### config.mk
export PLATFORM = sky130hd
export DESIGN_NAME = memory_soft_switch_bank_core
export DESIGN_NICKNAME = d
export VERILOG_FILES = /design/src/hw/rtl/msw_pkg.sv /design/src/hw/rtl/memory_soft_switch_bank_core.sv /design/src/hw/rtl/msw_decode.sv /design/src/hw/rtl/msw_flag_bank.sv
export SDC_FILE = /design/constraint.sdc
export NUM_CORES = 1
export LEC_CHECK = 0
export ABC_AREA = 1
export BUFFER_PORTS_ARGS = -buffer_cell sky130_fd_sc_hd__buf_2
export CAP_MARGIN = 20
export CORE_UTILIZATION = 56
export CTS_BUF_LIST = sky130_fd_sc_hd__clkbuf_16
export CTS_CLUSTER_DIAMETER = 80
export DETAILED_ROUTE_END_ITERATION = 8
export GPL_ROUTABILITY_DRIVEN = 0
export PLACE_DENSITY_LB_ADDON = 0.12
export REMOVE_ABC_BUFFERS = 1
export SETUP_SLACK_MARGIN = 0.2
export SLEW_MARGIN = 25
export SYNTH_ARGS = -nofsm -noshare
export SYNTH_HDL_FRONTEND = slang
export SYNTH_HIERARCHICAL = 1
export SYNTH_SLANG_ARGS = --single-unit
### constraint.sdc
create_clock -name clk -period 2.04 [get_ports clk]
set_input_delay 0 -clock clk [delete_from_list [all_inputs] [get_ports clk]]
set_output_delay 0 -clock clk [all_outputs]
set_load 0.02 [all_outputs]
### src/hw/rtl/msw_pkg.sv
// ----------------------------------------------------------------------------
// msw_pkg
// Types and offset codes shared by the soft-switch register bank.
// ----------------------------------------------------------------------------
package msw_pkg;

	typedef enum logic {
		KIND_READ  = 1'b0,
		KIND_WRITE = 1'b1
	} kind_t;

	localparam logic [7:0] OFF_STORE80_OFF = 8'h00;
	localparam logic [7:0] OFF_STORE80_ON  = 8'h01;
	localparam logic [7:0] OFF_RDMAIN      = 8'h02;
	localparam logic [7:0] OFF_RDAUX       = 8'h03;
	localparam logic [7:0] OFF_WRMAIN      = 8'h04;
	localparam logic [7:0] OFF_WRAUX       = 8'h05;
	localparam logic [7:0] OFF_SLOTCX      = 8'h06;
	localparam logic [7:0] OFF_INTCX       = 8'h07;
	localparam logic [7:0] OFF_STDZP       = 8'h08;
	localparam logic [7:0] OFF_ALTZP       = 8'h09;
	localparam logic [7:0] OFF_INTC3       = 8'h0A;
	localparam logic [7:0] OFF_SLOTC3      = 8'h0B;
	localparam logic [7:0] OFF_RD_BANK2    = 8'h11;
	localparam logic [7:0] OFF_RD_LCRAM    = 8'h12;
	localparam logic [7:0] OFF_RD_RAMRD    = 8'h13;
	localparam logic [7:0] OFF_RD_RAMWRT   = 8'h14;
	localparam logic [7:0] OFF_RD_INTCX    = 8'h15;
	localparam logic [7:0] OFF_RD_ALTZP    = 8'h16;
	localparam logic [7:0] OFF_RD_SLOTC3   = 8'h17;
	localparam logic [7:0] OFF_RD_STORE80  = 8'h18;
	localparam logic [7:0] OFF_SHADOW      = 8'h35;
	localparam logic [7:0] OFF_STATE       = 8'h68;

	localparam logic [7:0] FLAG_BIT7 = 8'h80;

	typedef struct packed {
		logic       store80;
		logic       aux_read;
		logic       aux_write;
		logic       internal_cx_rom;
		logic       alt_zero_page;
		logic       slot_c3_rom;
		logic       lc_bank2;
		logic       lc_read;
		logic       rom_bank;
		logic       page2;
		logic [6:0] shadow_en;
	} flags_t;

	typedef struct packed {
		kind_t      kind;
		logic [7:0] offset;
		logic [7:0] write_data;
	} access_t;

	typedef struct packed {
		logic       map_update;
		logic [7:0] read_data;
	} result_t;

endpackage

### src/hw/rtl/memory_soft_switch_bank_core.sv
// ----------------------------------------------------------------------------
// memory_soft_switch_bank_core
// Soft-switch register bank for a 256-byte I/O page.
// ----------------------------------------------------------------------------
// Every accepted access gives exactly one result: the input register feeds
// the flag decode, and once the result side can advance, the result register
// loads and the flags update together. Accesses are taken every
// cycle as long as the result side keeps draining; the flag registers update
// in access order, so each result reflects all earlier accesses. All flags
// clear on reset.
module memory_soft_switch_bank_core (
	input  logic        clk,
	input  logic        arst_n,
	input  logic        s_axis_tvalid,
	output logic        s_axis_tready,
	input  logic [15:0] s_axis_tdata,  // offset[7:0], write_data[15:8]
	input  logic        s_axis_tuser,  // kind (0 read, 1 write)
	output logic        m_axis_tvalid,
	input  logic        m_axis_tready,
	output logic [15:0] m_axis_tdata   // read_data[7:0], map_update[8], zero[15:9]
);
	import msw_pkg::*;

	access_t acc_s1;
	logic    vld_s1;
	result_t res;
	result_t res_q;
	logic    vld_q;
	logic    adv;
	logic    commit;

	assign adv           = !vld_q || m_axis_tready;
	assign commit        = adv && vld_s1;
	assign s_axis_tready = !vld_s1 || adv;

	always_ff @(posedge clk or negedge arst_n) begin
		if (!arst_n) begin
			vld_s1 <= 1'b0;
		end else if (s_axis_tready) begin
			vld_s1 <= s_axis_tvalid;
		end
	end

	always_ff @(posedge clk) begin
		if (s_axis_tready && s_axis_tvalid) begin
			acc_s1.kind       <= kind_t'(s_axis_tuser);
			acc_s1.offset     <= s_axis_tdata[7:0];
			acc_s1.write_data <= s_axis_tdata[15:8];
		end
	end

	msw_flag_bank u_flag_bank (
		.clk    (clk),
		.arst_n (arst_n),
		.commit (commit),
		.acc    (acc_s1),
		.res    (res)
	);

	always_ff @(posedge clk or negedge arst_n) begin
		if (!arst_n) begin
			vld_q <= 1'b0;
		end else if (adv) begin
			vld_q <= vld_s1;
		end
	end

	always_ff @(posedge clk) begin
		if (commit) begin
			res_q <= res;
		end
	end

	assign m_axis_tvalid = vld_q;
	assign m_axis_tdata  = {7'b0, res_q.map_update, res_q.read_data};

	// writes never return data
	a_write_reads_zero: assert property (@(posedge clk) disable iff (!arst_n)
		commit && acc_s1.kind == KIND_WRITE |=> res_q.read_data == 8'h00)
		else $error("write access returned nonzero read data");

	// a read at the store80 clear offset requests no map update
	a_read_zero_no_update: assert property (@(posedge clk) disable iff (!arst_n)
		commit && acc_s1.kind == KIND_READ && acc_s1.offset == OFF_STORE80_OFF
		|=> !res_q.map_update)
		else $error("read at store80 clear offset raised map update");

	// a committed item always lands in the result register
	a_commit_fills_out: assert property (@(posedge clk) disable iff (!arst_n)
		commit |=> vld_q)
		else $error("committed access lost");

	// input stage never blocked while the result register is empty
	a_ready_when_empty: assert property (@(posedge clk) disable iff (!arst_n)
		!vld_q |-> s_axis_tready)
		else $error("input stalled with empty result register");

endmodule

### src/hw/rtl/msw_decode.sv
// ----------------------------------------------------------------------------
// msw_decode
// Offset decode: next flag state, read data and map update for one access.
// ----------------------------------------------------------------------------
module msw_decode (
	input  msw_pkg::flags_t  flags,
	input  msw_pkg::access_t acc,
	output msw_pkg::flags_t  flags_nxt,
	output msw_pkg::result_t res
);
	import msw_pkg::*;

	logic       wr;
	logic [7:0] rd;

	assign wr = (acc.kind == KIND_WRITE);

	always_comb begin
		flags_nxt      = flags;
		rd             = '0;
		res.map_update = 1'b0;
		unique case (acc.offset)
			OFF_STORE80_OFF: begin
				if (wr) begin
					flags_nxt.store80 = 1'b0;
					res.map_update    = 1'b1;
				end
			end
			OFF_STORE80_ON: begin
				flags_nxt.store80 = 1'b1;
				res.map_update    = 1'b1;
			end
			OFF_RDMAIN: begin
				flags_nxt.aux_read = 1'b0;
				res.map_update     = 1'b1;
			end
			OFF_RDAUX: begin
				flags_nxt.aux_read = 1'b1;
				res.map_update     = 1'b1;
			end
			OFF_WRMAIN: begin
				flags_nxt.aux_write = 1'b0;
				res.map_update      = 1'b1;
			end
			OFF_WRAUX: begin
				flags_nxt.aux_write = 1'b1;
				res.map_update      = 1'b1;
			end
			OFF_SLOTCX: flags_nxt.internal_cx_rom = 1'b0;
			OFF_INTCX:  flags_nxt.internal_cx_rom = 1'b1;
			OFF_STDZP: begin
				flags_nxt.alt_zero_page = 1'b0;
				res.map_update          = 1'b1;
			end
			OFF_ALTZP: begin
				flags_nxt.alt_zero_page = 1'b1;
				res.map_update          = 1'b1;
			end
			OFF_INTC3:       flags_nxt.slot_c3_rom = 1'b0;
			OFF_SLOTC3:      flags_nxt.slot_c3_rom = 1'b1;
			OFF_RD_BANK2:    rd = flags.lc_bank2 ? FLAG_BIT7 : '0;
			OFF_RD_LCRAM:    rd = flags.lc_read ? FLAG_BIT7 : '0;
			OFF_RD_RAMRD:    rd = flags.aux_read ? FLAG_BIT7 : '0;
			OFF_RD_RAMWRT:   rd = flags.aux_write ? FLAG_BIT7 : '0;
			OFF_RD_INTCX:    rd = flags.internal_cx_rom ? FLAG_BIT7 : '0;
			OFF_RD_ALTZP:    rd = flags.alt_zero_page ? FLAG_BIT7 : '0;
			OFF_RD_SLOTC3:   rd = flags.slot_c3_rom ? FLAG_BIT7 : '0;
			OFF_RD_STORE80:  rd = flags.store80 ? FLAG_BIT7 : '0;
			OFF_SHADOW: begin
				if (wr) begin
					flags_nxt.shadow_en = ~acc.write_data[6:0];
					res.map_update      = 1'b1;
				end else begin
					rd = {1'b0, ~flags.shadow_en};
				end
			end
			OFF_STATE: begin
				if (wr) begin
					flags_nxt.internal_cx_rom = acc.write_data[0];
					flags_nxt.rom_bank        = acc.write_data[1];
					flags_nxt.lc_bank2        = acc.write_data[2];
					flags_nxt.lc_read         = acc.write_data[3];
					flags_nxt.aux_write       = acc.write_data[4];
					flags_nxt.aux_read        = acc.write_data[5];
					flags_nxt.page2           = acc.write_data[6];
					flags_nxt.alt_zero_page   = acc.write_data[7];
					res.map_update            = 1'b1;
				end else begin
					rd = {flags.alt_zero_page, flags.page2, flags.aux_read,
						flags.aux_write, ~flags.lc_read, flags.lc_bank2,
						flags.rom_bank, flags.internal_cx_rom};
				end
			end
			default: ;
		endcase
		res.read_data = wr ? 8'h00 : rd;
	end

endmodule

### src/hw/rtl/msw_flag_bank.sv
// ----------------------------------------------------------------------------
// msw_flag_bank
// Mapping and shadow flag registers, updated once per committed access.
// ----------------------------------------------------------------------------
module msw_flag_bank (
	input  logic             clk,
	input  logic             arst_n,
	input  logic             commit,
	input  msw_pkg::access_t acc,
	output msw_pkg::result_t res
);
	import msw_pkg::*;

	flags_t flags_q;
	flags_t flags_nxt;

	msw_decode u_decode (
		.flags     (flags_q),
		.acc       (acc),
		.flags_nxt (flags_nxt),
		.res       (res)
	);

	always_ff @(posedge clk or negedge arst_n) begin
		if (!arst_n) begin
			flags_q <= '0;
		end else if (commit) begin
			flags_q <= flags_nxt;
		end
	end

endmodule
==> metrics.md, run 1 <==
| Metric | Value |
|---|---|
| Slew Viols, Final | 0 |
| CP cell instances | nor2_2 -> inv_2 -> nor2_2 -> nand2_4 -> clkinv_2 -> o21ai_0 -> o211ai_1 -> nand2_1 -> nand2_1 |
| First-pass GRT wire length | 7620 um |
| Drt wl/cell | about 12 um |
| Share of cells above drive strength 1 | 21.8% |
| CP Max Fanout | 16 |
| Antenna cells | 0 |
| Post-layout net count | ~340 |
| P&R area growth vs syn | 20.8% |
| Synth async-reset ratio | between 40 and 50% |
| Worst-Margin Slew | between 0.6 and 0.7 ns |
| CTS tree | done |
| # clock sinks | 45 |
| I/O Buffers | 31 |
| Worst-case clock buffer depth | 2 |
| CP endpoint kind | flip-flop |
| Most frequent cells in the layout | 92 x nand2_1, 31 x buf_2, 26 x edfxtp_1, 23 x inv_1 |
| Area of the die | roughly 4400 sq um |
| Final Setup Violations | 0 |
| YS warnings | 6 |
| Synthesized cell area | between 2000 and 2500 sq um |
| Power per cell area | 786 nW/um^2 |
| Crit path arrival time | between 1.5 and 2 ns |
| Slowest Stage Delay on Critical Path | 0.47 ns |
| Antenna Nets Post-Route | 0 |
| Number of fill cells | 312 |
| Avg Cell Area, Syn | 8.87 sq um |
| Final Hold Fails | 0 |
| Worst Hold Class | in2reg |
| Die height | 66.4 um |
| Footprint of the multi-input gates | a little under 900 sq um |
| Die width | 66.4 um |
| Vias in the first global route | ~1700 |
| Remaining DRCs | 0 |
| RSZ-0062 raised after global routing | false |
| Detailed Route Iter0 Violations | between 150 and 200 |
| Most common cell after layout, fill and taps aside | nand2_1 |
| Dpl hpwl | between 2000 and 3000 um |
| CTS root buf | clkbuf_16 |
| Crit-path slowest cell | edfxtp_1 |
| Grt ovf | 0 |
| Initial antenna violation count | 0 |
| Netlist cell types | 34 |
| Period Utilization, post-route | between 80% and 90% |
| Worst Setup Start Kind | flip-flop |
| All-Layer GR Usage | 23.3% |
| Synth Flop Type | edfxtp_1 |
| FP Rows | 23 |
| Reg area | about 1300 sq um |
| IO Count | 39 |
| Post-CTS Repair Setup Buffers | 0 |
| Synth Instances | 262 |
| WP buf/inv | 2 |
| Post-Place Cells | approximately 340 |
| Worst Skew | 0.00380 ns |
| Clock slew at reported path FFs | about 0.060 ns |
| Slew headroom | about three fifths |
| Design Power | ~2.2 mW |
| Pleak | between 1 and 1.5 nW |
| Kind of critical path | reg2reg |
| Crit path required time | around 2.3 ns |
| Worst skew pair latency | between 0.2 and 0.3 ns |
| Final hold slack | about 0.0061 ns |
| Final WL | 4480 um |
| Synthesized flop and latch total | 45 |
| Fin cells | 366 |
| Status | complete, no violations |
| Peak Freq | around 600 MHz |
| Initial DRT Pass Iterations | 4 |
| Worst path top cell family by delay | simple AND/OR/NAND/NOR gates |
| H-Tree Depth | 2 |
| Num CTS Buffers | 5 |
| Number of flops mapped to enable cells by yosys | 26 |
| Initial Utilization | 58.1% |
| Routed via count | ~1900 |
| Largest net degree at the start of global routing | 28 |
| Vias per cell | 5.07 |
| Number of max-cap violations | 0 |
| Sequential area share after synthesis | approximately 54% |
| Placeable Area | roughly 4000 sq um |
| VDD IR max | 0.000628 V |
| Fin crit period | roughly 1.6 ns |
[per-stage QoR]
| step | TNS, ns | utilization, % | worst slack [ns] | area [sq um] |
|---|---|---|---|---|
| finish | 0 | 70.2 | 0.398 | 2810 |
| floorplan | -5.06 | - | -0.223 | 2230 |
| global placement | 0 | 61.8 | 0.423 | 2470 |
| global route | 0 | 70.2 | 0.247 | 2810 |
| CTS | 0 | 70.0 | 0.349 | 2800 |
| detailed placement | 0 | 61.8 | 0.362 | 2470 |
[cell usage after synthesis (all sizes together), types with 5 or more instances]
library cell	n	area, sq um
a21oi	5	28.8
nor2	24	115
dfrtp	19	475
buf	11	101
nand2	100	395
edfxtp	26	781
or2	6	37.5
o21ai	10	50.1
o22ai	5	31.3
nand3	13	70.1
inv	25	101
[cell families (layout without fill, tap and decap cells)]
| kind of cell | Yosys count | in the layout | share of synthesized area, % |
|---|---|---|---|
| other | 1 | 7 | 0.161 |
| AOI/OAI and AO/OA | 29 | 29 | 8.08 |
| buffers and inverters | 39 | 87 | 9.69 |
| and+or+nand+nor | 148 | 148 | 28.0 |
| DFF | 45 | 45 | 54.1 |
[cell type report]
class,count,share of cell area (%)
well taps,50,2.23
inverters,26,3.79
repair buffers,53,13.1
clock inverters,3,0.535
clock buffers,5,4.46
multi-input cells,184,31.1
flip-flops and latches,45,44.8
[layer usage]
layer	global-route usage [%]	part of all wire, %	vias up
li1	-	-	939
met1	30.2	47	848
met2	39.4	48	65
met3	5.34	4.9	2
met4	5.59	0.29	0
met5	0	0	-
[report_power, final]
| group | total [mW] | switching, mW | internal, mW |
|---|---|---|---|
| sequential | 1.14 | 0.0748 | 1.06 |
| clock | 0.750 | 0.306 | 0.444 |
| combinational | 0.318 | 0.189 | 0.129 |
[sequential cells by signal, summed over array words and instances, names as in the netlist]
name / flops
u_flag_bank/flags_q: 17
vld_s1: 1
acc_s1: 17
m_axis_tdata: 9
m_axis_tvalid: 1
[worst reg2reg max path, delay by kind of cell (launching register included)]
kind | cells | cell delay [ns]
AOI/OAI and AO/OA | 2 | 0.25
buffers and inverters | 2 | 0.20
DFF | 1 | 0.47
and+or+nand+nor | 5 | 0.65
[worst paths after layout]
check / from / to / slack, ns / depth (start not counted)
worst max-delay path: acc_s1[9] / u_flag_bank/flags_q[15] / 0.40 / 9
worst min-delay path: m_axis_tready / m_axis_tvalid / 0.006 / 4
worst max register to register: acc_s1[9] / u_flag_bank/flags_q[15] / 0.40 / 9
worst min register to register: u_flag_bank/flags_q[8] / u_flag_bank/flags_q[8] / 0.48 / 2
max in group asynchronous: arst_n / u_flag_bank/flags_q[16] / 1.52 / 2
min in group asynchronous: arst_n / u_flag_bank/flags_q[8] / 0.20 / 2
[timing repair]
item | CTS | global route
endpoints found under the setup margin | 0 | 1
hold buffers | 19 | 0
gates resized for setup | 0 | 1
hold endpoints to repair | 37 | 0
Power figures use the tool's default switching activity.
==> run 2, diff against run 1 <==
--- a/config.mk
+++ b/config.mk
@@ -8,7 +8,7 @@
 export ABC_AREA = 1
 export BUFFER_PORTS_ARGS = -buffer_cell sky130_fd_sc_hd__buf_2
 export CAP_MARGIN = 20
-export CORE_UTILIZATION = 56
+export CORE_UTILIZATION = 50
 export CTS_BUF_LIST = sky130_fd_sc_hd__clkbuf_16
 export CTS_CLUSTER_DIAMETER = 80
 export DETAILED_ROUTE_END_ITERATION = 8
==> constraint.sdc (replaced) <==
create_clock -name clk -period 1.4 [get_ports clk]
set_input_delay 0 -clock clk [delete_from_list [all_inputs] [get_ports clk]]
set_output_delay 0 -clock clk [all_outputs]
set_load 0.02 [all_outputs]
==> metrics.md, run 2 (synthesis results as in run 1) <==
| Metric | Value |
|---|---|
| Largest net degree at the start of global routing | 28 |
| VDD IR max | around 0.00069 V |
| I/O Buffers | 31 |
| Final Setup Violations | 25 |
| Detailed Route Iter0 Violations | ~140 |
| Design Power | approximately 3.4 mW |
| Num CTS Buffers | 5 |
| Period Utilization, post-route | 109% |
| Post-Place Cells | 354 |
| Initial Utilization | a little over half |
| Initial DRT Pass Iterations | 4 |
| Reg-to-reg startpoint | acc_s1[10] |
| CP Max Fanout | 8 |
| Worst skew pair latency | 0.29 ns |
| Routed via count | ~2000 |
| Post-layout net count | approximately 360 |
| Peak Freq | about 650 MHz |
| Slew Viols, Final | 0 |
| Footprint of the multi-input gates | ~1000 sq um |
| FP Rows | 24 |
| Worst Skew | 0.0126 ns |
| Power per cell area | 1050 nW/um^2 |
| Vias in the first global route | between 1500 and 2000 |
| Most common cell after layout, fill and taps aside | nand2_1 |
| Area of the die | around 5000 sq um |
| Die width | around 70 um |
| Worst Setup Start Kind | flip-flop |
| Die height | 70.2 um |
| P&R area growth vs syn | 40.1% |
| Final WS setup | -0.131 ns |
| RSZ-0062 raised after global routing | true |
| Placeable Area | approximately 4400 sq um |
| # clock sinks | 45 |
| Number of max-cap violations | 0 |
| Worst-case clock buffer depth | 2 |
| Vias per cell | ~5 |
| First-pass GRT wire length | about 8300 um |
| Reg area | 1260 sq um |
| Clock slew at reported path FFs | around 0.070 ns |
| Number of fill cells | 331 |
| Critical Path Source | acc_s1[10] |
| Remaining DRCs | 0 |
| Crit path required time | between 1 and 1.5 ns |
| Kind of critical path | reg2reg |
| Status | complete, but fails checks |
| IO Count | 39 |
| Core Util, Final | ~74% |
| Fin cells | between 300 and 400 |
| Fin crit period | about 1.5 ns |
| Initial antenna violation count | 0 |
| Worst Hold Class | in2async |
| Antenna cells | 0 |
| Crit path arrival time | roughly 1.6 ns |
| Antenna Nets Post-Route | 0 |
| Dpl hpwl | roughly 3100 um |
| Most frequent cells in the layout | 82 x nand2_1, 31 x buf_2, 26 x edfxtp_1, 20 x dlygate4sd3_1, 19 x dfrtp_1 |
| Final WL | between 5000 and 6000 um |
| All-Layer GR Usage | 22.1% |
| Share of cells above drive strength 1 | 37.2% |
| H-Tree Depth | 2 |
| CTS root buf | clkbuf_16 |
| Pre-CTS setup slack | -0.196 ns |
| Grt ovf | 0 |
| CTS tree | done |
| Pleak | 1.57 nW |
| Final Hold Fails | 0 |
| CP endpoint kind | flip-flop |
| Drt wl/cell | roughly 14 um |
| Failing checks | setup timing |
==> run 2: cell count changes in the layout (fill, tap and decap cells not counted), moves of 4 or more <==
cell / delta
buf_4: +15
nand2_1: -10
buf_6: +8
inv_1: -7
nand2_2: +6
nand2_4: +5
inv_2: +4
nor2_1: -4
nor2_4: +4
o21ai_0: -4
==> run 2: per-layer routing <==
metal | vias to the layer above | global-route usage, % | part of all wire [%]
met5 | - | 0 | 0
met4 | 0 | 11.6 | 2.5
met3 | 11 | 4.18 | 4.4
met2 | 66 | 37.6 | 50
met1 | 926 | 26.7 | 43
li1 | 1004 | - | -
==> run 2: cell type report <==
type / instances / area share [%]
clock buffer: 5 / 3.84
clock inverter: 3 / 0.769
inverter: 26 / 3.46
multi-input combinational: 185 / 31.7
sequential: 45 / 38.6
tap: 52 / 2.00
timing repair buffer: 80 / 19.7
==> run 2: repair_timing <==
item / 4_1_cts / 5_1_grt
setup buffers: 5 / 8
hold buffers: 20 / 0
gates resized for setup: 30 / 29
endpoints found under the setup margin: 26 / 26
pin swaps: 17 / 15
hold endpoints to repair: 38 / 0
cloned: 1 / 0
==> run 2: final timing paths <==
check	cells after the start	slack (ns)	end
worst max-delay path	8	-0.13	m_axis_tdata[8]
worst min-delay path	2	0.20	u_flag_bank/flags_q[2]
worst max register to register	8	-0.13	m_axis_tdata[8]
worst min register to register	2	0.47	u_flag_bank/flags_q[8]
max in group asynchronous	2	0.87	u_flag_bank/flags_q[15]
min in group clk	2	0.41	acc_s1[11]
==> run 2: critical path, stage by stage, from the launching register on <==
cell and delay (ns):
edfxtp_1 0.40, inv_2 0.06, nand2_2 0.11, nor2_4 0.07, nand2_4 0.16, nor2_4 0.07, buf_4 0.15, nor3_2 0.13
nand4_1 0.11
==> run 2: power by group <==
group,internal [mW],switching [mW]
Sequential,1.55,0.127
Clock,0.670,0.509
Combinational,0.246,0.318
==> run 2: stage by stage <==
| step | cell area, sq um | TNS (ns) | hold slack, ns |
|---|---|---|---|
| CTS | 3090 | -0.393 | 0.210 |
| detailed placement | 2600 | -2.46 | -0.0191 |
| global placement | 2600 | -1.45 | -0.0190 |
| global route | 3260 | -3.35 | 0.231 |
| finish | 3260 | -1.63 | 0.199 |
| floorplan | 2230 | -22.23 | -0.296 |
